--- src/rtl/md5_pkg.sv ---
// Shared types, constants and round tables for the MD5 hash engine.
package md5_pkg;

    localparam int S_DATA_W    = 40;
    localparam int M_DATA_W    = 128;
    localparam int WORD_W      = 32;
    localparam int QUEUE_DEPTH = 4;

    localparam logic [7:0] PAD_BYTE = 8'h80;

    typedef logic [3:0][WORD_W-1:0] chain_t;

    localparam chain_t CHAIN_INIT = {32'h10325476, 32'h98badcfe, 32'hefcdab89, 32'h67452301};

    typedef enum logic [1:0] {
        ITEM_DATA,
        ITEM_LAST_FULL,
        ITEM_LAST_PART
    } item_kind_t;

    typedef struct packed {
        item_kind_t        kind;
        logic [WORD_W-1:0] word;
        logic [5:0]        add_bits;
    } item_t;

    typedef struct packed {
        logic              buf_we;
        logic [3:0]        buf_addr;
        logic [WORD_W-1:0] buf_data;
        logic              start;
        logic              restart;
    } cmp_ctrl_t;

    typedef enum logic [2:0] {
        BK_FETCH,
        BK_EXTRA,
        BK_ZERO,
        BK_LEN_LO,
        BK_LEN_HI,
        BK_COMP,
        BK_DONE
    } back_state_t;

    function automatic logic [WORD_W-1:0] round_const(input logic [5:0] r);
        logic [WORD_W-1:0] k;
        unique case (r)
            6'd0:  k = 32'hd76aa478;
            6'd1:  k = 32'he8c7b756;
            6'd2:  k = 32'h242070db;
            6'd3:  k = 32'hc1bdceee;
            6'd4:  k = 32'hf57c0faf;
            6'd5:  k = 32'h4787c62a;
            6'd6:  k = 32'ha8304613;
            6'd7:  k = 32'hfd469501;
            6'd8:  k = 32'h698098d8;
            6'd9:  k = 32'h8b44f7af;
            6'd10: k = 32'hffff5bb1;
            6'd11: k = 32'h895cd7be;
            6'd12: k = 32'h6b901122;
            6'd13: k = 32'hfd987193;
            6'd14: k = 32'ha679438e;
            6'd15: k = 32'h49b40821;
            6'd16: k = 32'hf61e2562;
            6'd17: k = 32'hc040b340;
            6'd18: k = 32'h265e5a51;
            6'd19: k = 32'he9b6c7aa;
            6'd20: k = 32'hd62f105d;
            6'd21: k = 32'h02441453;
            6'd22: k = 32'hd8a1e681;
            6'd23: k = 32'he7d3fbc8;
            6'd24: k = 32'h21e1cde6;
            6'd25: k = 32'hc33707d6;
            6'd26: k = 32'hf4d50d87;
            6'd27: k = 32'h455a14ed;
            6'd28: k = 32'ha9e3e905;
            6'd29: k = 32'hfcefa3f8;
            6'd30: k = 32'h676f02d9;
            6'd31: k = 32'h8d2a4c8a;
            6'd32: k = 32'hfffa3942;
            6'd33: k = 32'h8771f681;
            6'd34: k = 32'h6d9d6122;
            6'd35: k = 32'hfde5380c;
            6'd36: k = 32'ha4beea44;
            6'd37: k = 32'h4bdecfa9;
            6'd38: k = 32'hf6bb4b60;
            6'd39: k = 32'hbebfbc70;
            6'd40: k = 32'h289b7ec6;
            6'd41: k = 32'heaa127fa;
            6'd42: k = 32'hd4ef3085;
            6'd43: k = 32'h04881d05;
            6'd44: k = 32'hd9d4d039;
            6'd45: k = 32'he6db99e5;
            6'd46: k = 32'h1fa27cf8;
            6'd47: k = 32'hc4ac5665;
            6'd48: k = 32'hf4292244;
            6'd49: k = 32'h432aff97;
            6'd50: k = 32'hab9423a7;
            6'd51: k = 32'hfc93a039;
            6'd52: k = 32'h655b59c3;
            6'd53: k = 32'h8f0ccc92;
            6'd54: k = 32'hffeff47d;
            6'd55: k = 32'h85845dd1;
            6'd56: k = 32'h6fa87e4f;
            6'd57: k = 32'hfe2ce6e0;
            6'd58: k = 32'ha3014314;
            6'd59: k = 32'h4e0811a1;
            6'd60: k = 32'hf7537e82;
            6'd61: k = 32'hbd3af235;
            6'd62: k = 32'h2ad7d2bb;
            default: k = 32'heb86d391;
        endcase
        return k;
    endfunction

    function automatic logic [4:0] rot_amount(input logic [3:0] idx);
        logic [4:0] s;
        unique case (idx)
            4'd0:  s = 5'd7;
            4'd1:  s = 5'd12;
            4'd2:  s = 5'd17;
            4'd3:  s = 5'd22;
            4'd4:  s = 5'd5;
            4'd5:  s = 5'd9;
            4'd6:  s = 5'd14;
            4'd7:  s = 5'd20;
            4'd8:  s = 5'd4;
            4'd9:  s = 5'd11;
            4'd10: s = 5'd16;
            4'd11: s = 5'd23;
            4'd12: s = 5'd6;
            4'd13: s = 5'd10;
            4'd14: s = 5'd15;
            default: s = 5'd21;
        endcase
        return s;
    endfunction

    function automatic logic [WORD_W-1:0] rotl32(input logic [WORD_W-1:0] x,
                                                 input logic [4:0] s);
        logic [2*WORD_W-1:0] tmp;
        tmp = {x, x} << s;
        return tmp[2*WORD_W-1:WORD_W];
    endfunction

endpackage

--- src/rtl/md5_front.sv ---
// Input stage: accepts beats, classifies them and queues them for the back end.
module md5_front #(
    parameter int QUEUE_DEPTH = md5_pkg::QUEUE_DEPTH
) (
    input  logic                         aclk,
    input  logic                         aresetn,
    input  logic                         s_tvalid,
    output logic                         s_tready,
    // s_tdata: message_word [31:0], byte_count [34:32], zero fill [39:35]
    input  logic [md5_pkg::S_DATA_W-1:0] s_tdata,
    input  logic                         s_tlast,
    output md5_pkg::item_t               q_item,
    output logic                         q_valid,
    input  logic                         q_pop
);
    import md5_pkg::*;

    localparam int PTR_W = (QUEUE_DEPTH > 1) ? $clog2(QUEUE_DEPTH) : 1;
    localparam int CNT_W = $clog2(QUEUE_DEPTH + 1);

    item_t            queue_reg [QUEUE_DEPTH];
    logic [PTR_W-1:0] wr_ptr_reg, wr_ptr_next;
    logic [PTR_W-1:0] rd_ptr_reg, rd_ptr_next;
    logic [CNT_W-1:0] count_reg, count_next;

    item_t             in_item;
    logic [2:0]        sat_count;
    logic [WORD_W-1:0] in_word;
    logic              do_push;
    logic              do_pop;

    assign in_word = s_tdata[WORD_W-1:0];
    assign sat_count = (s_tdata[34:32] > 3'd4) ? 3'd4 : s_tdata[34:32];

    always_comb begin
        in_item.kind     = ITEM_DATA;
        in_item.word     = in_word;
        in_item.add_bits = 6'd32;
        if (s_tlast) begin
            if (sat_count == 3'd4) begin
                in_item.kind = ITEM_LAST_FULL;
            end else begin
                in_item.kind     = ITEM_LAST_PART;
                in_item.add_bits = {1'b0, sat_count[1:0], 3'b000};
                unique case (sat_count[1:0])
                    2'd0:    in_item.word = {24'h000000, PAD_BYTE};
                    2'd1:    in_item.word = {16'h0000, PAD_BYTE, in_word[7:0]};
                    2'd2:    in_item.word = {8'h00, PAD_BYTE, in_word[15:0]};
                    default: in_item.word = {PAD_BYTE, in_word[23:0]};
                endcase
            end
        end
    end

    assign s_tready = (count_reg != CNT_W'(QUEUE_DEPTH));
    assign q_valid  = (count_reg != '0);
    assign q_item   = queue_reg[rd_ptr_reg];
    assign do_push  = s_tvalid && s_tready;
    assign do_pop   = q_pop && q_valid;

    always_comb begin
        wr_ptr_next = wr_ptr_reg;
        rd_ptr_next = rd_ptr_reg;
        if (do_push) begin
            wr_ptr_next = (wr_ptr_reg == PTR_W'(QUEUE_DEPTH - 1)) ? '0 : wr_ptr_reg + 1'b1;
        end
        if (do_pop) begin
            rd_ptr_next = (rd_ptr_reg == PTR_W'(QUEUE_DEPTH - 1)) ? '0 : rd_ptr_reg + 1'b1;
        end
        unique case ({do_push, do_pop})
            2'b10:   count_next = count_reg + 1'b1;
            2'b01:   count_next = count_reg - 1'b1;
            default: count_next = count_reg;
        endcase
    end

    always_ff @(posedge aclk) begin
        if (!aresetn) begin
            wr_ptr_reg <= '0;
            rd_ptr_reg <= '0;
            count_reg  <= '0;
        end else begin
            wr_ptr_reg <= wr_ptr_next;
            rd_ptr_reg <= rd_ptr_next;
            count_reg  <= count_next;
        end
    end

    always_ff @(posedge aclk) begin
        if (do_push) begin
            queue_reg[wr_ptr_reg] <= in_item;
        end
    end

endmodule

--- src/rtl/md5_compress.sv ---
// Block buffer, chaining words and the single-round MD5 compression unit.
module md5_compress (
    input  logic                aclk,
    input  logic                aresetn,
    input  md5_pkg::cmp_ctrl_t  ctrl,
    output logic                done,
    output md5_pkg::chain_t     chain
);
    import md5_pkg::*;

    logic [WORD_W-1:0] buffer_reg [16];
    chain_t            chain_reg, chain_next;
    chain_t            round_reg, round_next;
    logic [5:0]        rnd_reg, rnd_next;
    logic              run_reg, run_next;

    logic [WORD_W-1:0] a, b, c, d;
    logic [WORD_W-1:0] f;
    logic [WORD_W-1:0] sum;
    logic [WORD_W-1:0] b_new;
    logic [3:0]        g;
    logic [1:0]        phase;

    assign a     = round_reg[0];
    assign b     = round_reg[1];
    assign c     = round_reg[2];
    assign d     = round_reg[3];
    assign phase = rnd_reg[5:4];

    always_comb begin
        unique case (phase)
            2'd0: begin
                f = (b & c) | (~b & d);
                g = rnd_reg[3:0];
            end
            2'd1: begin
                f = (b & d) | (c & ~d);
                g = 4'(rnd_reg[3:0] * 4'd5 + 4'd1);
            end
            2'd2: begin
                f = b ^ c ^ d;
                g = 4'(rnd_reg[3:0] * 4'd3 + 4'd5);
            end
            default: begin
                f = c ^ (b | ~d);
                g = 4'(rnd_reg[3:0] * 4'd7);
            end
        endcase
        sum   = a + f + round_const(rnd_reg) + buffer_reg[g];
        b_new = b + rotl32(sum, rot_amount({phase, rnd_reg[1:0]}));
    end

    always_comb begin
        round_next = round_reg;
        chain_next = chain_reg;
        rnd_next   = rnd_reg;
        run_next   = run_reg;
        done       = 1'b0;
        if (ctrl.restart) begin
            chain_next = CHAIN_INIT;
        end
        if (run_reg) begin
            round_next = {c, b, b_new, d};
            rnd_next   = rnd_reg + 1'b1;
            if (rnd_reg == 6'd63) begin
                run_next      = 1'b0;
                done          = 1'b1;
                chain_next[0] = chain_reg[0] + d;
                chain_next[1] = chain_reg[1] + b_new;
                chain_next[2] = chain_reg[2] + b;
                chain_next[3] = chain_reg[3] + c;
            end
        end else if (ctrl.start) begin
            round_next = chain_reg;
            rnd_next   = '0;
            run_next   = 1'b1;
        end
    end

    always_ff @(posedge aclk) begin
        if (!aresetn) begin
            chain_reg <= CHAIN_INIT;
            rnd_reg   <= '0;
            run_reg   <= 1'b0;
        end else begin
            chain_reg <= chain_next;
            rnd_reg   <= rnd_next;
            run_reg   <= run_next;
        end
    end

    always_ff @(posedge aclk) begin
        round_reg <= round_next;
        if (ctrl.buf_we) begin
            buffer_reg[ctrl.buf_addr] <= ctrl.buf_data;
        end
    end

    assign chain = chain_reg;

endmodule

--- src/rtl/md5_back.sv ---
// Back end sequencer: fills the block buffer, adds padding and length, drives the digest.
module md5_back (
    input  logic                         aclk,
    input  logic                         aresetn,
    input  md5_pkg::item_t               q_item,
    input  logic                         q_valid,
    output logic                         q_pop,
    output md5_pkg::cmp_ctrl_t           ctrl,
    input  logic                         cmp_done,
    input  md5_pkg::chain_t              chain,
    output logic                         m_tvalid,
    input  logic                         m_tready,
    // m_tdata: digest_low [63:0], digest_high [127:64]
    output logic [md5_pkg::M_DATA_W-1:0] m_tdata
);
    import md5_pkg::*;

    back_state_t         state_reg, state_next;
    back_state_t         resume_reg, resume_next;
    back_state_t         after_push;
    logic [3:0]          idx_reg, idx_next;
    logic [63:0]         len_reg, len_next;
    logic                m_valid_reg;
    logic [M_DATA_W-1:0] m_data_reg;
    logic                push;
    logic [WORD_W-1:0]   push_word;
    logic                out_load;

    always_comb begin
        state_next  = state_reg;
        resume_next = resume_reg;
        idx_next    = idx_reg;
        len_next    = len_reg;
        after_push  = BK_FETCH;
        push        = 1'b0;
        push_word   = '0;
        q_pop       = 1'b0;
        out_load    = 1'b0;
        ctrl        = '0;

        unique case (state_reg)
            BK_FETCH: begin
                if (q_valid) begin
                    q_pop     = 1'b1;
                    push      = 1'b1;
                    push_word = q_item.word;
                    len_next  = len_reg + 64'(q_item.add_bits);
                    unique case (q_item.kind)
                        ITEM_LAST_FULL: after_push = BK_EXTRA;
                        ITEM_LAST_PART: after_push = BK_ZERO;
                        default:        after_push = BK_FETCH;
                    endcase
                end
            end
            BK_EXTRA: begin
                push       = 1'b1;
                push_word  = {24'h000000, PAD_BYTE};
                after_push = BK_ZERO;
            end
            BK_ZERO: begin
                if (idx_reg == 4'd14) begin
                    state_next = BK_LEN_LO;
                end else begin
                    push       = 1'b1;
                    after_push = BK_ZERO;
                end
            end
            BK_LEN_LO: begin
                push       = 1'b1;
                push_word  = len_reg[31:0];
                after_push = BK_LEN_HI;
            end
            BK_LEN_HI: begin
                push       = 1'b1;
                push_word  = len_reg[63:32];
                after_push = BK_DONE;
            end
            BK_COMP: begin
                if (cmp_done) begin
                    state_next = resume_reg;
                end
            end
            BK_DONE: begin
                if (!m_valid_reg || m_tready) begin
                    out_load     = 1'b1;
                    ctrl.restart = 1'b1;
                    len_next     = '0;
                    state_next   = BK_FETCH;
                end
            end
            default: state_next = BK_FETCH;
        endcase

        if (push) begin
            ctrl.buf_we   = 1'b1;
            ctrl.buf_addr = idx_reg;
            ctrl.buf_data = push_word;
            idx_next      = idx_reg + 1'b1;
            if (idx_reg == 4'd15) begin
                ctrl.start  = 1'b1;
                state_next  = BK_COMP;
                resume_next = after_push;
            end else begin
                state_next = after_push;
            end
        end
    end

    always_ff @(posedge aclk) begin
        if (!aresetn) begin
            state_reg   <= BK_FETCH;
            resume_reg  <= BK_FETCH;
            idx_reg     <= '0;
            len_reg     <= '0;
            m_valid_reg <= 1'b0;
        end else begin
            state_reg  <= state_next;
            resume_reg <= resume_next;
            idx_reg    <= idx_next;
            len_reg    <= len_next;
            if (out_load) begin
                m_valid_reg <= 1'b1;
            end else if (m_tready) begin
                m_valid_reg <= 1'b0;
            end
        end
    end

    always_ff @(posedge aclk) begin
        if (out_load) begin
            m_data_reg <= chain;
        end
    end

    assign m_tvalid = m_valid_reg;
    assign m_tdata  = m_data_reg;

endmodule

--- src/rtl/md5_hash_engine_top.sv ---
// Top level of the streaming MD5 hash engine.
// The compression unit computes one round per cycle; while a block is being compressed
// the back end takes no new message words from the queue.
// After the last beat, with the back end idle, the back end writes the padding and length words
// and runs one or two further block compressions before the digest beat is loaded.
// Reset: queue empty, chaining words at the MD5 initial values; the buffer is not cleared.
module md5_hash_engine_top #(
    parameter int QUEUE_DEPTH = md5_pkg::QUEUE_DEPTH
) (
    input  logic                         aclk,
    input  logic                         aresetn,
    input  logic                         s_tvalid,
    output logic                         s_tready,
    // s_tdata: message_word [31:0], byte_count [34:32], zero fill [39:35]
    input  logic [md5_pkg::S_DATA_W-1:0] s_tdata,
    // s_tlast: last
    input  logic                         s_tlast,
    output logic                         m_tvalid,
    input  logic                         m_tready,
    // m_tdata: digest_low [63:0], digest_high [127:64]
    output logic [md5_pkg::M_DATA_W-1:0] m_tdata
);
    import md5_pkg::*;

    item_t     q_item;
    logic      q_valid;
    logic      q_pop;
    cmp_ctrl_t ctrl;
    logic      cmp_done;
    chain_t    chain;

    md5_front #(
        .QUEUE_DEPTH(QUEUE_DEPTH)
    ) u_front (
        .aclk    (aclk),
        .aresetn (aresetn),
        .s_tvalid(s_tvalid),
        .s_tready(s_tready),
        .s_tdata (s_tdata),
        .s_tlast (s_tlast),
        .q_item  (q_item),
        .q_valid (q_valid),
        .q_pop   (q_pop)
    );

    md5_compress u_compress (
        .aclk   (aclk),
        .aresetn(aresetn),
        .ctrl   (ctrl),
        .done   (cmp_done),
        .chain  (chain)
    );

    md5_back u_back (
        .aclk    (aclk),
        .aresetn (aresetn),
        .q_item  (q_item),
        .q_valid (q_valid),
        .q_pop   (q_pop),
        .ctrl    (ctrl),
        .cmp_done(cmp_done),
        .chain   (chain),
        .m_tvalid(m_tvalid),
        .m_tready(m_tready),
        .m_tdata (m_tdata)
    );

endmodule
--- config.mk ---
export PLATFORM = sky130hd
export DESIGN_NAME = md5_hash_engine_top
export DESIGN_NICKNAME = d
export VERILOG_FILES = /design/src/rtl/md5_pkg.sv /design/src/rtl/md5_front.sv /design/src/rtl/md5_compress.sv /design/src/rtl/md5_back.sv /design/src/rtl/md5_hash_engine_top.sv
export SDC_FILE = /design/constraint.sdc
export NUM_CORES = 2
export LEC_CHECK = 0
export BUFFER_PORTS_ARGS = -buffer_cell sky130_fd_sc_hd__buf_2
export CAP_MARGIN = 20
export CORE_MARGIN = 10
export CORE_UTILIZATION = 45
export CTS_BUF_LIST = sky130_fd_sc_hd__clkbuf_4
export DETAILED_ROUTE_END_ITERATION = 16
export PLACE_DENSITY = 0.7
export SLEW_MARGIN = 20
export SYNTH_ARGS = -nofsm -noshare
export SYNTH_HDL_FRONTEND = slang
export SYNTH_SLANG_ARGS = --single-unit
--- constraint.sdc ---
create_clock -name aclk -period 19.5 [get_ports aclk]
set_clock_uncertainty 0.05 [all_clocks]
set_input_delay 4.875 -clock aclk [delete_from_list [all_inputs] [get_ports aclk]]
set_output_delay 4.875 -clock aclk [all_outputs]
set_load 0.02 [all_outputs]
==> summary.md <==
| Metric | Value |
|---|---|
| Outcome | `finished clean` |
| Int Power | `0.006426 W` |
| Endpoints failing setup | `0` |
| Req. time, crit path | `about 21 ns` |
| CP Launch Type | `flop` |
| TritonCTS buffer count | `roughly 310` |
| Starting density of the core | `a little under half` |
| DR DRC count | `0` |
| Setup Buffers After CTS | `0` |
| Final WL | `~170 mm` |
| Slew @ Worst Pin | `approximately 1.1 ns` |
| Worst path max stage delay | `between 0.7 and 0.8 ns` |
| VDD IR-drop max | `~0.00026 V` |
| Antenna-violating nets left | `0` |
| WS Path Type | `flop to flop` |
| Root Buffer | `clkbuf_4` |
| WHS Path Cells | `0` |
| Synthesized area | `0.06135 mm^2` |
| CP arrival | `about 16 ns` |
| Cell with the largest stage delay on the worst path | `nor2_4` |
| Logic pwr share | `a little over half` |
| Layout Area Growth over Synthesis | `10.93%` |
| PD cells | `around 160 mW/mm^2` |
| Largest net degree at the start of global routing | `~130` |
| Non-Filler Instances | `7,381` |
| Library cells used by synthesis | `around 90` |
| Max-cap violations | `0` |
| Total Nets Final | `5,718` |
| Switching pwr | `0.004540 W` |
| Syn. warnings | `0` |
| Flop2flop setup slack | `4.24 ns` |
| Worst setup path start | `u_compress.rnd_reg[0]$_SDFFE_PN0N_` |
| Clock power frac | `19.3%` |
| Reg2reg start | `u_compress.rnd_reg[0]$_SDFFE_PN0N_` |
| Avg Inst Size Synth | `approximately 12 um^2` |
| Sequential fraction of the synthesis area | `a little over half` |
| Longest Clk Path Bufs | `4` |
| Final max-slew violation count | `0` |
| Async SR Flop Fraction | `0%` |
| R2R cell count | `56` |
| Clk sinks | `1,169` |
| WHS Endpoint | `u_back.m_tdata[79]$_DFFE_PP_` |
| Initial DRC count | `around 4.1k` |
| Max FFs per register | `between 500 and 600` |
| Fmax | `65.54 MHz` |
| WHS | `approximately 0.44 ns` |
| Clock slew at reported path FFs | `~0.07 ns` |
| Die X | `about 390 um` |
| Fill count | `~12k` |
| CTS tree | `done` |
| Gr usage total | `21.77%` |
| Final Hold Fails | `0` |
| Core ar. | `approximately 0.14 mm^2` |
| Layout cells sized above 1 | `20.37%` |
| Crit. End Element | `flop` |
| Number of global-route vias before repair | `between 40k and 50k` |
| # hold bufs at CTS | `0` |
| Post-synth EDFFs | `between 900 and 1k` |
| Die Y | `389.2 um` |
| Dpl cells | `a little under 7k` |
| Avg Vias per Cell | `5.906` |
| H-tree levels | `5` |
| Commonest cells after routing, fill and taps aside | `edfxtp_1 (916), clkbuf_4 (451), a21oi_1 (338)` |
| Sw frac | `between 40% and 50%` |
| Die area | `around 0.15 mm^2` |
| Final global-route overflow total | `0` |
| Via count | `43.59k` |
| Pre-antenna DRT Iters | `6` |
| Worst R2R End | `u_compress.chain[60]$_SDFF_PN0_` |
| WL per Instance | `around 23 um` |
| RSZ-0062 raised after global routing | `no` |
| First-pass GRT wire length | `256.0 mm` |
| Sequential Power Share | `~28%` |
| HPWL Detailed | `between 100 and 150 mm` |
| Clock latency on the worst-skew pair | `~1.3 ns` |
| Num rows | `around 140` |
| CTS resizes | `0` |
| Final min period | `15.26 ns` |
| Port Buffers | `approximately 170` |
| TNS Setup | `0 ns` |
| Mapped Cells | `just over 5k` |
| Commonest non-fill, non-tap cell in the layout | `edfxtp_1` |
| Worst Hold Launch | `u_compress.chain[79]$_SDFF_PN1_` |
| Initial antenna violation count | `6` |
| Prevailing post-synth register cell | `edfxtp_1` |
| Net Count, Synth | `about 5.4k` |
| Synthesis-stage register bit count | `~1.2k` |
| Relative slew slack | `between 20% and 30%` |
| Hold Crit Class | `flop to flop` |
| Crit share post-route | `between 70% and 80%` |
| Max FO, Critical Path | `between 60 and 70` |
| # IOs | `around 180` |
| Util after Layout | `around 50%` |
| Pleak | `about 25 nW` |
| GP Congestion | `0.9541` |
==> routing by layer <==
layer / vias up / GRT usage, % / wire length [um]
li1: 19940 / - / -
met1: 21340 / 27.90 / 68290
met2: 1928 / 34.89 / 79900
met3: 382 / 5.046 / 14510
met4: 0 / 10.14 / 7203
met5: - / 0 / 0
==> critical path, delay by kind of cell (launching register included) <==
| kind | cells | cell delay, ns |
|---|---|---|
| and+or+nand+nor | 8 | 1.94 |
| buffers and inverters | 6 | 0.79 |
| DFF | 1 | 0.57 |
| xor gates and xnor gates | 2 | 0.62 |
| AOI/OAI and AO/OA | 28 | 7.10 |
| muxes | 3 | 0.74 |
| adders and majority gates | 9 | 3.27 |
==> Yosys cell counts (116+ instances only) <==
library cell | instances | area share (%)
mux2_2 | 154 | 2.8
inv_1 | 304 | 1.9
xor2_1 | 135 | 1.9
mux4_2 | 172 | 6.3
xnor2_1 | 120 | 1.7
nand2_1 | 317 | 1.9
dfxtp_1 | 253 | 8.3
ha_1 | 226 | 4.6
a21oi_1 | 338 | 2.8
edfxtp_1 | 916 | 45
clkbuf_1 | 205 | 1.3
o21ai_0 | 272 | 2.2
nand3_1 | 116 | 0.95
nor2_1 | 318 | 1.9
==> stage by stage <==
stage | instance area [um^2] | total power (W) | worst slack (ns)
final | 68050 | 0.01097 | 4.242
after global routing | 68050 | 0.01178 | 3.033
after CTS | 68030 | 0.01095 | 4.287
after detailed placement | 64190 | 0.008794 | 4.370
after global placement | 64190 | 0.008697 | 4.480
after floorplan | 61350 | 0.006823 | 7.182
==> power groups by stage <==
stage	Sequential, W	Combinational, W	Clock [W]
CTS	0.00308	0.00570	0.00217
finish	0.00308	0.00576	0.00212
global route	0.00309	0.00638	0.00231
floorplan	0.00314	0.00368	0
detailed placement	0.00314	0.00566	0
global placement	0.00313	0.00557	0
==> worst max-delay path by stage <==
stage | to | slack [ns] | depth (start not counted)
after global placement | u_compress.chain[60]$_SDFF_PN0_ | 4.48 | 53
after global routing | u_compress.chain[60]$_SDFF_PN0_ | 3.03 | 53
after detailed placement | u_compress.chain[60]$_SDFF_PN0_ | 4.37 | 53
after floorplan | u_compress.chain[60]$_SDFF_PN0_ | 7.18 | 60
final | u_compress.chain[60]$_SDFF_PN0_ | 4.24 | 56
after CTS | u_compress.chain[60]$_SDFF_PN0_ | 4.29 | 53
==> logic make-up after synthesis <==
kind of cell,share of synthesized area [%]
fa+ha+maj,7.432
flops,53.10
simple gates,8.611
buf+inv,3.496
xor+xnor,3.714
compound gates,12.95
mux,10.70
==> layout make-up <==
| type | instances | area, um^2 | area share [%] |
|---|---|---|---|
| sequential | 1169 | 32580 | 47.88 |
| clock inverter | 78 | 451.7 | 0.6637 |
| tap | 1781 | 2228 | 3.275 |
| clock buffer | 451 | 3386 | 4.975 |
| multi-input combinational | 3345 | 26820 | 39.41 |
| antenna | 9 | 22.52 | 0.03309 |
| timing repair buffer | 235 | 1381 | 2.030 |
| inverter | 313 | 1180 | 1.734 |
(Power assumes the default switching activity.)
